`src/rtl/mhtq_pkg.sv`:
```
// Shared types and codes for the min-heap timer queue.
// No dependencies; the ALU, the top level and the testbench import this package.
package mhtq_pkg;

  localparam int TIME_W     = 63;
  localparam int FIRE_LIMIT = 32;

  localparam logic [1:0] ACT_SCHEDULE = 2'd0;
  localparam logic [1:0] ACT_CANCEL   = 2'd1;
  localparam logic [1:0] ACT_UPDATE   = 2'd2;

  localparam logic [2:0] KIND_SCHEDULED = 3'd0;
  localparam logic [2:0] KIND_REJECTED  = 3'd1;
  localparam logic [2:0] KIND_CANCELLED = 3'd2;
  localparam logic [2:0] KIND_NOT_FOUND = 3'd3;
  localparam logic [2:0] KIND_FIRED     = 3'd4;
  localparam logic [2:0] KIND_DONE      = 3'd5;

  typedef struct packed {
    logic [1:0]        action;
    logic [TIME_W-1:0] now;
    logic [31:0]       delay;
    logic [15:0]       timer_id;
  } in_t;

  typedef struct packed {
    logic [2:0]  kind;
    logic [15:0] result_id;
    logic [5:0]  fired_count;
    logic        last;
  } out_t;

  typedef enum logic [3:0] {
    ST_IDLE, ST_UP_RD, ST_UP_CK, ST_DN_RDL, ST_DN_RDR, ST_DN_SEL, ST_DN_CK,
    ST_RM, ST_RM_LD, ST_SCAN_RD, ST_SCAN_CK, ST_UPD_RD, ST_UPD_CK, ST_FIN
  } st_t;

endpackage

```
`src/rtl/mhtq_ram.sv`:
```
// Generic single-write, single-read RAM with registered read data.
// No dependencies.
module mhtq_ram #(
  parameter int WIDTH = 8,
  parameter int DEPTH = 32
) (
  input  logic                     clk,
  input  logic                     we,
  input  logic [$clog2(DEPTH)-1:0] waddr,
  input  logic [WIDTH-1:0]         wdata,
  input  logic [$clog2(DEPTH)-1:0] raddr,
  output logic [WIDTH-1:0]         rdata
);
  logic [WIDTH-1:0] mem [DEPTH];

  always_ff @(posedge clk) begin
    if (we) begin
      mem[waddr] <= wdata;
    end
    rdata <= mem[raddr];
  end
endmodule

```
`src/rtl/mhtq_alu.sv`:
```
// Shared time unit: saturating add and less-than compare on 63-bit times.
// Depends on mhtq_pkg.
module mhtq_alu (
  input  logic [mhtq_pkg::TIME_W-1:0] a,
  input  logic [mhtq_pkg::TIME_W-1:0] b,
  output logic                        lt,
  output logic [mhtq_pkg::TIME_W-1:0] sum_sat
);
  import mhtq_pkg::*;
  logic [TIME_W:0] sum;

  assign sum     = {1'b0, a} + {1'b0, b};
  assign sum_sat = sum[TIME_W] ? {TIME_W{1'b1}} : sum[TIME_W-1:0];
  assign lt      = a < b;
endmodule

```
`src/rtl/min_heap_timer_queue.sv`:
```
// Top level of the min-heap timer queue: sequencer, heap RAM, shared time unit.
// Depends on mhtq_pkg, mhtq_ram and mhtq_alu.
//
//   channel  | ports                  | transfer
//   ---------+------------------------+----------------------------------
//   input    | start, busy, in_item   | start high while busy low
//   result   | out_strobe, out_item   | one cycle per result, no stall
//
// Schedule: climbs the new entry up the heap, one parent read and compare per level.
// Cancel: scans the slots for the id, then removes the match with a sift.
// Update: fires and removes the root while it is due; at most 32 fire per call.
// All heap traffic goes through one RAM port pair and one compare unit.
// Reset clears size and id counter; no RAM clear is needed.
module min_heap_timer_queue #(
  parameter int CAPACITY = 32,
  parameter int ID_BITS  = 16
) (
  input  logic           clk,
  input  logic           rst_n,
  input  logic           start,
  output logic           busy,
  input  mhtq_pkg::in_t  in_item,
  output logic           out_strobe,
  output mhtq_pkg::out_t out_item
);
  import mhtq_pkg::*;

  localparam int IDX_W = $clog2(CAPACITY);
  localparam int CNT_W = $clog2(CAPACITY + 1);
  localparam int ENT_W = TIME_W + ID_BITS;

  st_t st_r, st_nxt;
  logic [1:0]        op_r, op_nxt;
  logic [TIME_W-1:0] now_r, now_nxt;
  logic [ID_BITS-1:0] tid_r, tid_nxt;
  logic [CNT_W-1:0]  pos_r, pos_nxt, start_r, start_nxt, c_r, c_nxt;
  logic [CNT_W-1:0]  size_r, size_nxt, n_r, n_nxt;
  logic [ID_BITS-1:0] idc_r, idc_nxt, rid_r, rid_nxt;
  logic [TIME_W-1:0] e_exp_r, e_exp_nxt, l_exp_r, l_exp_nxt;
  logic [ID_BITS-1:0] e_id_r, e_id_nxt, l_id_r, l_id_nxt;
  logic [5:0]        fired_r, fired_nxt;
  logic              out_strobe_r, out_strobe_nxt;
  out_t              out_r, out_nxt;

  logic              we;
  logic [IDX_W-1:0]  waddr, raddr;
  logic [ENT_W-1:0]  wdata, rd_q;
  logic [TIME_W-1:0] rd_exp, alu_a, alu_b, alu_sum;
  logic [ID_BITS-1:0] rd_id;
  logic              alu_lt;
  logic [CNT_W:0]    lchild, rchild;
  logic [CNT_W-1:0]  parent, pos_m1;
  logic              accept;

  assign rd_exp = rd_q[ENT_W-1:ID_BITS];
  assign rd_id  = rd_q[ID_BITS-1:0];
  assign lchild = {pos_r, 1'b1};
  assign rchild = lchild + 1'b1;
  assign pos_m1 = pos_r - 1'b1;
  assign parent = pos_m1 >> 1;
  assign accept = start && (st_r == ST_IDLE);
  assign busy   = (st_r != ST_IDLE);

  mhtq_ram #(.WIDTH(ENT_W), .DEPTH(CAPACITY)) u_ram (
    .clk(clk), .we(we), .waddr(waddr), .wdata(wdata), .raddr(raddr), .rdata(rd_q)
  );

  mhtq_alu u_alu (.a(alu_a), .b(alu_b), .lt(alu_lt), .sum_sat(alu_sum));

  // Pick operands for the shared time unit.
  always_comb begin
    alu_a = l_exp_r;
    alu_b = e_exp_r;
    case (st_r)
      ST_IDLE: begin
        alu_a = in_item.now;
        alu_b = TIME_W'(in_item.delay);
      end
      ST_UP_CK: begin
        alu_a = e_exp_r;
        alu_b = rd_exp;
      end
      ST_DN_SEL: begin
        alu_a = l_exp_r;
        alu_b = rd_exp;
      end
      ST_UPD_CK: begin
        alu_a = now_r;
        alu_b = rd_exp;
      end
      default: begin
        alu_a = l_exp_r;
        alu_b = e_exp_r;
      end
    endcase
  end

  // Next state.
  always_comb begin
    st_nxt = st_r;
    case (st_r)
      ST_IDLE: begin
        if (start) begin
          case (in_item.action)
            ACT_SCHEDULE: st_nxt = (size_r >= CNT_W'(CAPACITY)) ? ST_IDLE : ST_UP_RD;
            ACT_CANCEL:   st_nxt = ST_SCAN_RD;
            ACT_UPDATE:   st_nxt = ST_UPD_RD;
            default:      st_nxt = ST_IDLE;
          endcase
        end
      end
      ST_UP_RD:  st_nxt = (pos_r == '0) ? ST_FIN : ST_UP_CK;
      ST_UP_CK:  st_nxt = alu_lt ? ST_UP_RD : ST_FIN;
      ST_DN_RDL: begin
        if (lchild >= {1'b0, n_r}) begin
          st_nxt = (pos_r != start_r) ? ST_FIN : ST_UP_RD;
        end else begin
          st_nxt = ST_DN_RDR;
        end
      end
      ST_DN_RDR: st_nxt = (rchild < {1'b0, n_r}) ? ST_DN_SEL : ST_DN_CK;
      ST_DN_SEL: st_nxt = ST_DN_CK;
      ST_DN_CK: begin
        if (alu_lt) begin
          st_nxt = ST_DN_RDL;
        end else begin
          st_nxt = (pos_r != start_r) ? ST_FIN : ST_UP_RD;
        end
      end
      ST_RM:      st_nxt = (pos_r == size_r - 1'b1) ? ST_FIN : ST_RM_LD;
      ST_RM_LD:   st_nxt = ST_DN_RDL;
      ST_SCAN_RD: st_nxt = (pos_r >= size_r) ? ST_IDLE : ST_SCAN_CK;
      ST_SCAN_CK: st_nxt = (rd_id == tid_r) ? ST_RM : ST_SCAN_RD;
      ST_UPD_RD: begin
        st_nxt = (size_r == '0 || fired_r == 6'(FIRE_LIMIT)) ? ST_IDLE : ST_UPD_CK;
      end
      ST_UPD_CK: st_nxt = alu_lt ? ST_IDLE : ST_RM;
      ST_FIN:    st_nxt = (op_r == ACT_UPDATE) ? ST_UPD_RD : ST_IDLE;
      default:   st_nxt = ST_IDLE;
    endcase
  end

  // Datapath, RAM control and results.
  always_comb begin
    op_nxt = op_r;  now_nxt = now_r;  tid_nxt = tid_r;
    pos_nxt = pos_r;  start_nxt = start_r;  c_nxt = c_r;
    size_nxt = size_r;  n_nxt = n_r;  idc_nxt = idc_r;  rid_nxt = rid_r;
    e_exp_nxt = e_exp_r;  e_id_nxt = e_id_r;
    l_exp_nxt = l_exp_r;  l_id_nxt = l_id_r;
    fired_nxt = fired_r;
    out_strobe_nxt = 1'b0;
    out_nxt = out_r;
    we = 1'b0;
    waddr = pos_r[IDX_W-1:0];
    wdata = {e_exp_r, e_id_r};
    raddr = pos_r[IDX_W-1:0];
    case (st_r)
      ST_IDLE: begin
        if (accept) begin
          op_nxt = in_item.action;
          now_nxt = in_item.now;
          tid_nxt = ID_BITS'(32'(in_item.timer_id));
          fired_nxt = '0;
          pos_nxt = '0;
          case (in_item.action)
            ACT_SCHEDULE: begin
              if (size_r >= CNT_W'(CAPACITY)) begin
                out_strobe_nxt = 1'b1;
                out_nxt = '{KIND_REJECTED, 16'd0, 6'd0, 1'b1};
              end else begin
                idc_nxt = idc_r + 1'b1;
                rid_nxt = idc_r + 1'b1;
                e_exp_nxt = alu_sum;
                e_id_nxt = idc_r + 1'b1;
                pos_nxt = size_r;
                size_nxt = size_r + 1'b1;
              end
            end
            default: ;
          endcase
        end
      end
      ST_UP_RD: begin
        raddr = parent[IDX_W-1:0];
        if (pos_r == '0) begin
          we = 1'b1;
        end
      end
      ST_UP_CK: begin
        we = 1'b1;
        if (alu_lt) begin
          wdata = rd_q;
          pos_nxt = parent;
        end
      end
      ST_DN_RDL: begin
        raddr = lchild[IDX_W-1:0];
        if (lchild >= {1'b0, n_r}) begin
          we = 1'b1;
        end
      end
      ST_DN_RDR: begin
        raddr = rchild[IDX_W-1:0];
        l_exp_nxt = rd_exp;
        l_id_nxt = rd_id;
        c_nxt = lchild[CNT_W-1:0];
      end
      ST_DN_SEL: begin
        // Take the right child unless the left is strictly earlier.
        if (!alu_lt) begin
          l_exp_nxt = rd_exp;
          l_id_nxt = rd_id;
          c_nxt = rchild[CNT_W-1:0];
        end
      end
      ST_DN_CK: begin
        we = 1'b1;
        if (alu_lt) begin
          wdata = {l_exp_r, l_id_r};
          pos_nxt = c_r;
        end
      end
      ST_RM: begin
        n_nxt = size_r - 1'b1;
        size_nxt = size_r - 1'b1;
        raddr = n_nxt[IDX_W-1:0];
      end
      ST_RM_LD: begin
        e_exp_nxt = rd_exp;
        e_id_nxt = rd_id;
        start_nxt = pos_r;
      end
      ST_SCAN_RD: begin
        if (pos_r >= size_r) begin
          out_strobe_nxt = 1'b1;
          out_nxt = '{KIND_NOT_FOUND, 16'd0, 6'd0, 1'b1};
        end
      end
      ST_SCAN_CK: begin
        if (rd_id == tid_r) begin
          rid_nxt = rd_id;
        end else begin
          pos_nxt = pos_r + 1'b1;
        end
      end
      ST_UPD_RD: begin
        raddr = '0;
        if (size_r == '0 || fired_r == 6'(FIRE_LIMIT)) begin
          out_strobe_nxt = 1'b1;
          out_nxt = '{KIND_DONE, 16'd0, fired_r, 1'b1};
        end
      end
      ST_UPD_CK: begin
        out_strobe_nxt = 1'b1;
        if (alu_lt) begin
          out_nxt = '{KIND_DONE, 16'd0, fired_r, 1'b1};
        end else begin
          out_nxt = '{KIND_FIRED, 16'(32'(rd_id)), 6'd0, 1'b0};
          fired_nxt = fired_r + 1'b1;
          pos_nxt = '0;
        end
      end
      ST_FIN: begin
        if (op_r != ACT_UPDATE) begin
          out_strobe_nxt = 1'b1;
          out_nxt = '{(op_r == ACT_SCHEDULE) ? KIND_SCHEDULED : KIND_CANCELLED,
                      16'(32'(rid_r)), 6'd0, 1'b1};
        end
      end
      default: ;
    endcase
  end

  always_ff @(posedge clk) begin
    if (!rst_n) begin
      st_r <= ST_IDLE;
      size_r <= '0;
      idc_r <= '0;
      out_strobe_r <= 1'b0;
    end else begin
      st_r <= st_nxt;
      size_r <= size_nxt;
      idc_r <= idc_nxt;
      out_strobe_r <= out_strobe_nxt;
    end
  end

  always_ff @(posedge clk) begin
    op_r <= op_nxt;  now_r <= now_nxt;  tid_r <= tid_nxt;
    pos_r <= pos_nxt;  start_r <= start_nxt;  c_r <= c_nxt;
    n_r <= n_nxt;  rid_r <= rid_nxt;
    e_exp_r <= e_exp_nxt;  e_id_r <= e_id_nxt;
    l_exp_r <= l_exp_nxt;  l_id_r <= l_id_nxt;
    fired_r <= fired_nxt;
    out_r <= out_nxt;
  end

  assign out_strobe = out_strobe_r;
  assign out_item   = out_r;
endmodule

```
`config.mk`:
```
export PLATFORM = sky130hd
export DESIGN_NAME = min_heap_timer_queue
export DESIGN_NICKNAME = d
export VERILOG_FILES = /design/src/rtl/mhtq_pkg.sv /design/src/rtl/mhtq_ram.sv /design/src/rtl/mhtq_alu.sv /design/src/rtl/min_heap_timer_queue.sv
export SDC_FILE = /design/constraint.sdc
export NUM_CORES = 2
export LEC_CHECK = 0
export ABC_AREA = 0
export BUFFER_PORTS_ARGS = -buffer_cell sky130_fd_sc_hd__clkbuf_2
export CORE_MARGIN = 1.5
export CORE_UTILIZATION = 27
export DETAILED_ROUTE_END_ITERATION = 7
export SLEW_MARGIN = 20
export SYNTH_ARGS = -nofsm -noshare
export SYNTH_HDL_FRONTEND = slang
export SYNTH_SLANG_ARGS = --single-unit
```
`constraint.sdc`:
```
create_clock -name clk -period 11.2 [get_ports clk]
set_input_delay 2.24 -clock clk [delete_from_list [all_inputs] [get_ports clk]]
set_output_delay 2.24 -clock clk [all_outputs]
set_load 0.05 [all_outputs]
```
==> impl_metrics.ini <==
[layout]
multi_input_area_um2 = 33690
layout-drive-gt1-share_pct = 15.86
final_design_area_no_fill_um2 = 140600
utilization_pct = 31.26
area.growth.synth_to_final_pct = 15.02
filler_cell_count = 43430
layout.nets = 8195
seq_area_um2 = 87370

[critical_path]
critical_path.endpoint = u_ram.mem[6][58]
series_of_cell_instances_along_the_critical_path = nor2_2 -> o21ai_4 -> and2_2 -> buf_4 -> a22o_1 -> ha_1 -> or4_1 -> or3_1 -> o221ai_1 -> a21oi_1 -> o21ai_4 -> or3_4 -> buf_16 -> buf_4 -> buf_4 -> o2bb2ai_2
worst_path_largest_cell_delay_ns = 0.91
critical_path_arrival_ns = 9.45
crit_end_category = flip-flop
timing.critical_path.buf_inv = 4
slowest_stage = sky130_fd_sc_hd__buf_4
crit_path_max_fanout = 34
critical_path_required_ns = 11.71
crit_path_start_kind = flip-flop
regToRegSetupSlack_ns = 2.26
crit-reg2reg-launch = st_r[2]
worstReg2RegEnd = u_ram.mem[6][58]
cp-startpoint = st_r[2]
crit_path_frequent_cell = sky130_fd_sc_hd__buf_4
worst_path_dominant_cell_family = buffers and inverters
worst_r2r_path_depth = 16
number_of_stages_on_the_worst_setup_path = 16
timing.setup.critical_path_class = reg2reg

[yosys]
yosys.area.top_type = sky130_fd_sc_hd__edfxtp_1
syn-instance-count = 7891
synth_top_area_share_pct = 69.74
synth_seq_area_share_pct = 71.48
yosysMostFrequentCell = sky130_fd_sc_hd__edfxtp_1
synth_area_um2 = 122200
async_flop_share_pct = 0
synth_enable_flop_cells = 2839
ys_dominant_reg_cell = sky130_fd_sc_hd__edfxtp_1
number_of_synthesized_register_bits = 2945
synth_cell_types = 88
netlist_top_cells_count = sky130_fd_sc_hd__edfxtp_1, sky130_fd_sc_hd__nand2_1, sky130_fd_sc_hd__nand3_1
dominant_cells_by_area_after_synthesis = sky130_fd_sc_hd__edfxtp_1, sky130_fd_sc_hd__mux4_2, sky130_fd_sc_hd__nand2_1
syn_area_per_cell_um2 = 15.49
syn-num-nets = 8164
synth.yosys.warnings = 0

[timing]
maxClockFrequency_mhz = 111.8
timing.slew.headroom_pct = -5.983
drv_slew = 35
fin_skew_ns = 0.05525
final-setup-viol-count = 0
layout_setup_ws_ns = 2.259
finalHoldViolations = 0
total_neg_setup_slack_ns = 0
timing.final.crit_share_pct = 79.83
worst_slew_pin_slew_ns = 1.590
finalCriticalPeriod_ns = 8.941
grt_setup_unrepaired = false

[detailed_routing]
drt-initial-drc-count = 11600
via_per_inst = 5.365
drt_pre_antenna_iters = 8
total_routed_length_um = 387200
route.antenna.remaining_nets = 0
num_vias = 75670
drt-wirelength-per-cell_um = 27.45
drt_drc_violations_left = 10

[clocking]
worst_setup_hold_path_clk_slew_ns = 0.07
maximum_buffer_depth_of_the_clock_tree = 4
tritoncts = done
clock_sink_count = 2945
cts_hold_buf = 0
cts_root_buf = sky130_fd_sc_hd__clkbuf_16
post_cts_resized = 0
cts_max_level = 5
worst_skew_pair.late_latency_ns = 0.88
cts_post_setup_buffers_inserted = 0
cts_inserted_buffers = 283

[placement]
gp_congestion = 0.9414
pre_cts_slack_ns = 2.794
total_of_buffers_placed_on_input_and_output_ports = 143
dpl.hpwl_um = 205600
place_area_um2 = 130300

[floorplan]
initial_core_util_pct = 27.18
floorplan.die_area_um2 = 456800
die_width_um = 675.9
placementRows = 246
fp.dieH_um = 675.9
ioPinCount = 144
core_area_um2 = 449700

[worst_hold_path]
worst_hold_path_type = reg2reg

[outcome]
violated_checks = DRC, slew limit
outcome = finished, violations left

[global_routing]
grt_pass1_wl_um = 542800
gr-total-overflow = 0
first_global_vias = 73090
largest_net_degree_at_the_start_of_global_routing = 160
grt_antenna_before_repair = 21
grt.total_usage_pct = 16.36

[job]
drv_cap = 0
==> sequential cells by signal, indices dropped and copies added (netlist names), 4 cells and up <==
register and flops:
u_ram.rdata 79, l_id_r 16, now_r 63, start_r 6, size_r 6, n_r 6
c_r 6, pos_r 6, e_id_r 16, u_ram.mem 2528, e_exp_r 63, out_item 26
rid_r 16, tid_r 16, l_exp_r 63, st_r 4, fired_r 6, idc_r 16
==> placed cells by master (no fill, tap or decap), types with 140 or more instances in the layout <==
master / n
sky130_fd_sc_hd__nand3_1: 353
sky130_fd_sc_hd__clkbuf_2: 143
sky130_fd_sc_hd__a31oi_1: 166
sky130_fd_sc_hd__a221oi_1: 140
sky130_fd_sc_hd__clkbuf_16: 291
sky130_fd_sc_hd__mux4_2: 316
sky130_fd_sc_hd__a311oi_1: 160
sky130_fd_sc_hd__ha_1: 156
sky130_fd_sc_hd__edfxtp_1: 2839
sky130_fd_sc_hd__nand2_1: 1399
sky130_fd_sc_hd__and3_1: 183
==> metal layers <==
metal | global-route usage, % | share of wire, % | up-vias
li1 | - | - | 31090
met1 | 21.42 | 39 | 39130
met2 | 26.46 | 47 | 4649
met3 | 3.319 | 10 | 792
met4 | 6.710 | 4.2 | 8
met5 | 0 | 0.014 | -
==> kinds of logic (layout without fill, tap and decap cells) <==
group	after synthesis	after routing	share of synthesized area, %
flops	2945	2945	71.48
simple gates	2232	2232	7.930
compound gates	1426	1426	9.678
buf+inv	672	923	2.450
mux	319	319	5.847
fa+ha+maj	157	157	1.613
xor+xnor	140	140	1.003
other cells	0	10	0
==> final cells by class <==
class / instances / area share, %
sequential: 2945 / 62.15
multi-input combinational: 4274 / 23.96
clock buffer: 369 / 5.523
tap: 5952 / 5.297
timing repair buffer: 292 / 1.627
clock inverter: 136 / 1.089
inverter: 126 / 0.3382
antenna: 10 / 0.01780
==> through the flow <==
step                hold WS, ns  cells
finish                   0.5044  14100
global placement         0.4738  13580
floorplan                0.4537   7891
CTS                      0.5022  14090
detailed placement       0.4910  13580
global route             0.5196  14100
==> worst min path at each step <==
stage / end / depth (start not counted) / from / slack, ns
6_report: l_exp_r[59] / 0 / u_ram.rdata[75] / 0.50
5_1_grt: l_exp_r[59] / 0 / u_ram.rdata[75] / 0.52
4_1_cts: l_exp_r[59] / 0 / u_ram.rdata[75] / 0.50
3_5_place_dp: l_exp_r[59] / 0 / u_ram.rdata[75] / 0.49
3_3_place_gp: idc_r[1] / 2 / idc_r[1] / 0.47
2_1_floorplan: l_exp_r[0] / 0 / u_ram.rdata[16] / 0.45
Power is not shown: default switching activity piles up to over one toggle a cycle in this logic, so the estimate is an artifact.
